### config.mk
export PLATFORM = sky130hd
export DESIGN_NAME = spectral_band_gate_trigger
export DESIGN_NICKNAME = d
export VERILOG_FILES = /design/src/hw/rtl/sbgt_pkg.sv /design/src/hw/rtl/spectral_band_gate_trigger.sv
export SDC_FILE = /design/constraint.sdc
export NUM_CORES = 1
export LEC_CHECK = 0
export BUFFER_PORTS_ARGS = -buffer_cell sky130_fd_sc_hd__buf_4
export CORE_AREA = 2 2 113 224
export DETAILED_ROUTE_END_ITERATION = 10
export DIE_AREA = 0 0 115 226
export PLACE_DENSITY_LB_ADDON = 0.15
export SYNTH_ARGS = -nofsm -noshare
export SYNTH_HDL_FRONTEND = slang
export SYNTH_SLANG_ARGS = --single-unit
### constraint.sdc
create_clock -name clk -period 7.75 [get_ports clk]
set_input_delay 0.775 -clock clk [delete_from_list [all_inputs] [get_ports clk]]
set_output_delay 0.775 -clock clk [all_outputs]
set_load 0.1 [all_outputs]
### src/hw/rtl/sbgt_pkg.sv
package sbgt_pkg;

  localparam int unsigned HALF_BINS       = 1024;
  localparam int unsigned TRIGGER_SAMPLES = 48;

  localparam int unsigned NUM_BANDS = 4;
  localparam int unsigned MAG_W     = 32;
  localparam int unsigned BIN_W     = 11;
  localparam int unsigned CNT_W     = 8;
  localparam int unsigned CFG_IDX_W = 4;
  localparam int unsigned CFG_DAT_W = 32;

  localparam logic [15:0]      HALF_BINS_C = 16'(HALF_BINS);
  localparam logic [CNT_W-1:0] TRIG_LOAD_C = CNT_W'(TRIGGER_SAMPLES);

  typedef enum logic [CFG_IDX_W-1:0] {
    CFG_THRESHOLD_SUB  = 4'd0,
    CFG_THRESHOLD_BASS = 4'd1,
    CFG_THRESHOLD_MID  = 4'd2,
    CFG_THRESHOLD_HIGH = 4'd3,
    CFG_EDGE_BIN_SUB   = 4'd4,
    CFG_EDGE_BIN_BASS  = 4'd5,
    CFG_EDGE_BIN_MID   = 4'd6,
    CFG_EDGE_BIN_HIGH  = 4'd7
  } cfg_reg_t;

  localparam logic OP_BIN  = 1'b0;
  localparam logic OP_TICK = 1'b1;

  typedef struct packed {
    logic             op;
    logic [BIN_W-1:0] bin_index;
    logic [MAG_W-1:0] magnitude;
    logic             last_bin;
  } in_item_t;

  typedef struct packed {
    logic [NUM_BANDS-1:0] gate_bits;
    logic [NUM_BANDS-1:0] trigger_bits;
  } out_item_t;

endpackage

### src/hw/rtl/spectral_band_gate_trigger.sv
// Spectral band gate and trigger generator.
// Input channel (in_valid/in_ready/in_item): spectrum bins with op = bin,
// in rising bin order, and audio sample ticks with op = tick. Bin items
// update the four band peaks; the item flagged last_bin updates the gates
// and starts a countdown for every rising gate. Each tick produces one
// result item on the output channel (out_valid/out_ready/out_item) with the
// gate bits and trigger bits, then counts the running triggers down.
// Config channel (cfg_valid/cfg_ready/cfg_index/cfg_data) is always ready;
// write it only while no items are in flight.
// Throughput: one item per cycle while no tick waits behind a held result.
// A tick's result passes the input register, then the result register.
// When the receiver stalls, the held result stays put; one more item can
// sit in the input register, and a bin item still drains through it, so
// in_ready drops only when a tick is waiting behind a held result.
// Reset (rst_n low, synchronous) empties both registers, clears peaks,
// gates and countdowns, and restores default thresholds and edge bins.
module spectral_band_gate_trigger
  import sbgt_pkg::*;
(
  input  logic                 clk,
  input  logic                 rst_n,
  input  logic                 in_valid,
  output logic                 in_ready,
  input  in_item_t             in_item,
  output logic                 out_valid,
  input  logic                 out_ready,
  output out_item_t            out_item,
  input  logic                 cfg_valid,
  output logic                 cfg_ready,
  input  logic [CFG_IDX_W-1:0] cfg_index,
  input  logic [CFG_DAT_W-1:0] cfg_data
);

  logic [MAG_W-1:0] thr_r  [NUM_BANDS];
  logic [BIN_W-1:0] edge_r [NUM_BANDS];

  in_item_t         stg_r;
  logic             stg_valid_r;
  out_item_t        out_r;
  logic             out_valid_r;

  logic [MAG_W-1:0]     peak_r, peak_nxt;
  logic [2:0]           band_r, band_nxt;
  logic [NUM_BANDS-1:0] above_r, above_nxt;
  logic [NUM_BANDS-1:0] gate_r, gate_nxt;
  logic [CNT_W-1:0]     cnt_r [NUM_BANDS];
  logic [CNT_W-1:0]     cnt_nxt [NUM_BANDS];
  logic [NUM_BANDS-1:0] trig_now;

  logic stg_adv;
  logic stg_tick;
  logic in_range;
  logic close_band;
  logic [1:0]       band_sel;
  logic [MAG_W-1:0] peak_base;

  assign cfg_ready = 1'b1;
  assign stg_tick  = stg_r.op == OP_TICK;
  assign stg_adv   = stg_valid_r && (!stg_tick || !out_valid_r || out_ready);
  assign in_ready  = !stg_valid_r || stg_adv;
  assign out_valid = out_valid_r;
  assign out_item  = out_r;

  assign band_sel = band_r[1:0];
  assign in_range = (stg_r.bin_index != '0)
                 && ({{(16-BIN_W){1'b0}}, stg_r.bin_index} <= HALF_BINS_C)
                 && !band_r[2];
  assign close_band = in_range && (stg_r.bin_index > edge_r[band_sel]);
  assign peak_base  = close_band ? '0 : peak_r;

  always_comb begin
    for (int b = 0; b < NUM_BANDS; b++) begin
      trig_now[b] = cnt_r[b] != '0;
    end
  end

  always_comb begin
    peak_nxt  = peak_r;
    band_nxt  = band_r;
    above_nxt = above_r;
    gate_nxt  = gate_r;
    cnt_nxt   = cnt_r;
    if (stg_adv) begin
      if (stg_tick) begin
        for (int b = 0; b < NUM_BANDS; b++) begin
          if (trig_now[b]) begin
            cnt_nxt[b] = cnt_r[b] - CNT_W'(1);
          end
        end
      end else begin
        if (close_band) begin
          if (peak_r > thr_r[band_sel]) begin
            above_nxt[band_sel] = 1'b1;
          end
          band_nxt = band_r + 3'd1;
        end
        peak_nxt = peak_base;
        if (in_range && !band_nxt[2] && (stg_r.magnitude > peak_base)) begin
          peak_nxt = stg_r.magnitude;
        end
        if (stg_r.last_bin) begin
          for (int b = 0; b < NUM_BANDS; b++) begin
            if (above_nxt[b] && !gate_r[b]) begin
              cnt_nxt[b] = TRIG_LOAD_C;
            end
          end
          gate_nxt  = above_nxt;
          peak_nxt  = '0;
          band_nxt  = '0;
          above_nxt = '0;
        end
      end
    end
  end

  always_ff @(posedge clk) begin
    if (!rst_n) begin
      stg_valid_r <= 1'b0;
      out_valid_r <= 1'b0;
      peak_r      <= '0;
      band_r      <= '0;
      above_r     <= '0;
      gate_r      <= '0;
      for (int b = 0; b < NUM_BANDS; b++) begin
        cnt_r[b] <= '0;
        thr_r[b] <= '0;
      end
      edge_r[0] <= BIN_W'(1);
      edge_r[1] <= BIN_W'(5);
      edge_r[2] <= BIN_W'(42);
      edge_r[3] <= BIN_W'(170);
    end else begin
      peak_r  <= peak_nxt;
      band_r  <= band_nxt;
      above_r <= above_nxt;
      gate_r  <= gate_nxt;
      cnt_r   <= cnt_nxt;

      if (in_valid && in_ready) begin
        stg_r       <= in_item;
        stg_valid_r <= 1'b1;
      end else if (stg_adv) begin
        stg_valid_r <= 1'b0;
      end

      if (stg_adv && stg_tick) begin
        out_r.gate_bits    <= gate_r;
        out_r.trigger_bits <= trig_now;
        out_valid_r        <= 1'b1;
      end else if (out_ready) begin
        out_valid_r <= 1'b0;
      end

      if (cfg_valid && cfg_ready) begin
        unique case (cfg_index)
          CFG_THRESHOLD_SUB:  thr_r[0]  <= cfg_data;
          CFG_THRESHOLD_BASS: thr_r[1]  <= cfg_data;
          CFG_THRESHOLD_MID:  thr_r[2]  <= cfg_data;
          CFG_THRESHOLD_HIGH: thr_r[3]  <= cfg_data;
          CFG_EDGE_BIN_SUB:   edge_r[0] <= cfg_data[BIN_W-1:0];
          CFG_EDGE_BIN_BASS:  edge_r[1] <= cfg_data[BIN_W-1:0];
          CFG_EDGE_BIN_MID:   edge_r[2] <= cfg_data[BIN_W-1:0];
          CFG_EDGE_BIN_HIGH:  edge_r[3] <= cfg_data[BIN_W-1:0];
          default: ;
        endcase
      end
    end
  end

endmodule

# == After elaboration in Yosys (flattened, before gate mapping) ==
# Memory sizes are Yosys's and may differ from the RTL's. A register that Yosys moved wholly into a read port is not among the register bits.
# Index checks and enable logic that the tools add are counted.
# op_classes
addsub,5
magnitude_cmp,6
n_eq_ne,12
muxes,73
n_bitwise,10
reduce_logical,47
# op_table
cell,count
32-bit 2-to-1 mux,9
32-bit greater-than comparator,2
8-bit 2-to-1 mux,8
11-bit 2-to-1 mux,4
1-bit 2-to-1 mux,38
8-bit nonzero test,4
"8-bit by 1-bit subtractor with 8-bit output, second input constant",4
4-bit 2-to-1 mux,5
"4-bit by 3-bit equality test with 1-bit output, second input constant",4
4-bit AND reduction,4
2-bit nonzero test,7
1-bit logical AND,13
3-bit 2-to-1 mux,4
11-bit greater-than comparator,1
"11-bit less-or-equal comparator, second input constant",1
11-bit nonzero test,1
1-bit zero test,9
"4-bit by 2-bit equality test with 1-bit output, second input constant",2
2-bit 2-to-1 mux,4
"2-bit by 1-bit != test with 1-bit output, second input constant",4
1-bit bitwise OR,8
2-bit AND reduction,3
3-bit AND reduction,2
"4-bit by 1-bit equality test with 1-bit output, second input constant",1
other kinds (9),11
# word_totals
regBits,130
ramBits,172
inputBits,86
out_inout_bits,11
n_memories,2
# memory_table
name,words,width,read_ports,rd_ports_with_merged_regs,wr,line_no,text
thr_r,4,32,1,1,4,spectral_band_gate_trigger.sv:34,logic [MAG_W-1:0] thr_r [NUM_BANDS];
edge_r,4,11,1,1,4,spectral_band_gate_trigger.sv:35,logic [BIN_W-1:0] edge_r [NUM_BANDS];

# == Longest topological paths before layout ==
# logic_depth
depth_word,13
mapped_depth,24

# == Least setup slack after synthesis ==
# OpenSTA, ideal clock, no wires.
# synth_path
path_kind,register to register
from,reg (tool-made name)
to,reg peak_r[0]
arrival_time_ns,5.289
required_time_ns,7.633
slack_ns,2.345
path_stages_with_launch,25
path_buffers,6
cell_sequence,dfxtp_1 -> clkbuf_1 -> buf_1 -> mux4_2 -> inv_1 -> ha_1 -> a21oi_1 -> o21ai_0 -> a2111oi_2 -> or2_1 -> buf_2 -> clkbuf_1 -> nand2_1 -> ha_1 -> a21o_1 -> a21oi_1 -> nor2b_1 -> o21ai_0 -> a21oi_1 -> a2111oi_0 -> a211oi_1 -> and3_1 -> buf_6 -> buf_6 -> a22o_1
# synth_rtl
element,line_no,text
end signal: assignment,spectral_band_gate_trigger.sv:133,peak_r <= peak_nxt;
end: declaration,spectral_band_gate_trigger.sv:42,"logic [MAG_W-1:0] peak_r, peak_nxt;"

==> out/metrics.yaml <==
layout:
  finish.net_count: 1389
  multi_input_area_sq_mm: 0.00563
  fillers: 1825
  fin_area_sq_mm: 0.0164
  finish.utilization_pct: 67.2
  synthToLayoutAreaGrowth_pct: 13.7
  antenna_cells: 0
  seq_area_sq_mm: 0.00834
  drive_gt1_share_pct: 17.6
cts:
  hold_buffers: 0
  cts_max_path_buffers: 3
  h-tree-depth: 1
  root_buffer: "clkbuf_16"
  numCtsBuffers: 26
  clk-insertion-delay-late_ps: 550
  cts_resized: 0
  clkSlewWorstSetupHoldPaths_ps: 70
  cts_tree: "built"
  cts_setup_buffers: 0
  clock-sinks: 304
timing:
  slew-limit-headroom_pct: 23.6
  rsz0062_at_grt: "false"
  final_max_slew_viol_count: 0
  fmax_mhz: 159
  setup_violations: 0
  timing.final.crit_share_pct: 81.1
  period_minus_slack_ps: 6290
  skew_ps: 21.7
  hold_viol_final: 0
  tightest_slew_ps: 1140
  finalSetupTns_ps: 0
grt:
  grt_antenna_before_repair: 0
  grt_pass1_wl_microns: 48700
  grt_pass1_vias: 9473
  grt_usage_pct: 24.5
  grt_max_degree: 46
  overflow: 0
job:
  maxCapViolations: 0
power:
  power.switching_uw: 775
  power.internal_mw: 2.78
  ir_drop_mv: 0.179
  seqPwrFrac_pct: 52.3
  p_per_area_mw_per_mm2: 217
  switching_share_pct: 21.8
  p_leak_nw: 6.30
  pwr-share-clk_pct: 40.4
  combPwrFrac_pct: 7.2
logic_synthesis:
  synth-seq-cells: 304
  synth_async_sr_flop_share_pct: 0
  yosysTopAreaCell: "edfxtp_1"
  ys_seq_area_share_pct: 58.0
  synth_fp_nets: 1294
  syn_inst: 1122
  syn_area_sq_mm: 0.0144
  ys_types: 64
  yosys-top-cells-area: "edfxtp_1 47%, dfxtp_1 11%, ha_1 7.5%, and2_1 7.3%, mux4_2 6.7%"
  ys.flop_type: "edfxtp_1"
  synth-edff-count: 225
  yosysTopAreaCellShare_pct: 47.0
  yosysWarnings: 0
  avgSynthCellArea_sq_um: 12.8
critical_path:
  slowest_delay_ps: 690
  path_class: "flop to flop"
  start_kind: "flop"
  worstPathRequired_ps: 8230
  crit_fanout: 20
  end_kind: "flop"
  cp_common_cell: "buf_4"
  crit_path_cell_trace: "buf_4, mux4_2, inv_1, ha_1, nand4_1, a211oi_1, a2111oi_2, or2_1, buf_4, nand2_1, ha_1, o41ai_1, a21oi_1, a2111oi_0, a211oi_1, o21ai_2, buf_4, a22o_1"
  crit_arrival_ps: 6760
  cp_slowest_cell: "or2_1"
  r2r_cells: 18
floorplanning:
  start_util_pct: 59.1
  rows: 81
  boundaryPins: 97
  die_h_microns: 226
  coreArea_sq_mm: 0.0243
  die_width_microns: 115
  die_area_sq_mm: 0.0260
route:
  vias: 8861
  routed_wl_microns: 30800
  via_per_inst: 5.80
  wl_per_cell_microns: 20.2
  drc: 0
  drtAntennaViolNets: 0
  initialDrtViolationCount: 559
  drtPass1Iterations: 4
placed_design:
  place_area_sq_mm: 0.0154
  gp_congestion: 0.853
  hpwl_microns: 21600
  io_buffers: 95
hold_path:
  hp-class: "input port to flop"
  whs_path_depth: 1
outcome:
  run_status: "completed"
-- placed cells by master, fill, tap and decap left out, drive strengths merged, types with 13 or more instances in the layout --
| master | synthesis | routed |
|---|---|---|
| a21o | 13 | 13 |
| a21oi | 39 | 39 |
| a22o | 32 | 32 |
| and2 | 167 | 167 |
| buf | 14 | 110 |
| clkbuf | 29 | 37 |
| dfxtp | 79 | 79 |
| edfxtp | 225 | 225 |
| ha | 86 | 86 |
| inv | 62 | 63 |
| mux4 | 43 | 43 |
| nand2 | 64 | 64 |
| nand3 | 14 | 14 |
| nand4 | 15 | 15 |
| nor2 | 62 | 62 |
| nor2b | 13 | 13 |
| o21ai | 29 | 29 |
-- power by group through the flow --
stage	combinational (mW)	sequential, mW	clock (mW)
2_1_floorplan	0.153	1.89	0
3_3_place_gp	0.253	1.89	0
3_5_place_dp	0.259	1.89	0
4_1_cts	0.260	1.86	1.45
5_1_grt	0.285	1.86	1.52
6_report	0.257	1.86	1.44
-- sequential cells by signal (all words and copies together), names as in the netlist, named ones only --
name / count
out_valid: 1
peak_r: 32
stg_valid_r: 1
edge_r: 44
above_r: 4
stg_tick: 1
out_item: 8
gate_r: 4
stg_r: 44
band_r: 3
cnt_r: 32
thr_r: 128
-- layout make-up --
| class | count | share of cell area, % |
|---|---|---|
| clock buffers | 37 | 5.06 |
| clock inverters | 11 | 0.826 |
| inverters | 62 | 1.42 |
| multi-input cells | 713 | 34.4 |
| flip-flops and latches | 304 | 51.0 |
| well taps | 290 | 2.22 |
| repair buffers | 110 | 5.05 |
-- cells by family (layout without fill, tap and decap cells) --
logic type      Yosys count  in the layout  synth area share (%)
flops                   304            304                  58.0
buf+inv                 105            220                  3.01
mux                      44             44                  6.80
simple gates            408            408                  16.0
other cells               1              1                0.0261
compound gates          151            151                  7.29
xor+xnor                 23             23                  1.40
fa+ha+maj                86             86                  7.48
-- metal layers --
metal	GRT usage (%)	routed length (microns)	up-vias
li1	-	-	4271
met1	26.6	11300	4307
met2	46.4	17000	210
met3	2.68	1090	73
met4	11.5	1420	0
met5	0	0	-
-- worst paths after layout --
kind | startpoint | endpoint | slack, ps
setup reg to reg | flop | peak_r[2]$_SDFFE_PN0P_ | 1460
hold reg to reg | peak_r[0]$_SDFFE_PN0P_ | peak_r[0]$_SDFFE_PN0P_ | 490
setup / recovery | flop | peak_r[2]$_SDFFE_PN0P_ | 1460
hold / removal | in_item[30] | stg_r[30]$_DFFE_PP_ | 400
-- synth_stat cells, types with 5 or more instances --
library cell / instances
nor2_1: 61
a22o_1: 32
nand4_1: 15
nand3_1: 14
nand2b_1: 9
edfxtp_1: 225
or3_1: 12
a21o_1: 13
nor4_1: 5
a21oi_1: 38
o21ai_0: 26
nor3_1: 11
nand3b_1: 7
nand2_1: 64
ha_1: 86
o21a_1: 9
nor2b_1: 13
xor2_1: 12
and4_1: 6
mux4_2: 43
dfxtp_1: 79
and2_1: 167
xnor2_1: 11
inv_1: 62
clkbuf_1: 29
buf_1: 5
-- per-stage QoR --
step	hold slack (ps)	setup slack, ps	power (mW)	std cells
after global routing	379	1070	3.67	1527
after CTS	373	1500	3.57	1527
after detailed placement	465	1570	2.15	1479
after global placement	464	1670	2.14	1479
final	398	1460	3.55	1527
after floorplan	442	2340	2.04	1122
-- critical path, delay by kind of cell, from the launching register on --
family / cells / cell delay, ps
DFF: 1 / 470
muxes: 1 / 550
adders and majority gates: 2 / 540
buffers and inverters: 4 / 1110
AOI/OAI and AO/OA: 8 / 2640
and+or+nand+nor: 3 / 900
(Power assumes the default switching activity.)
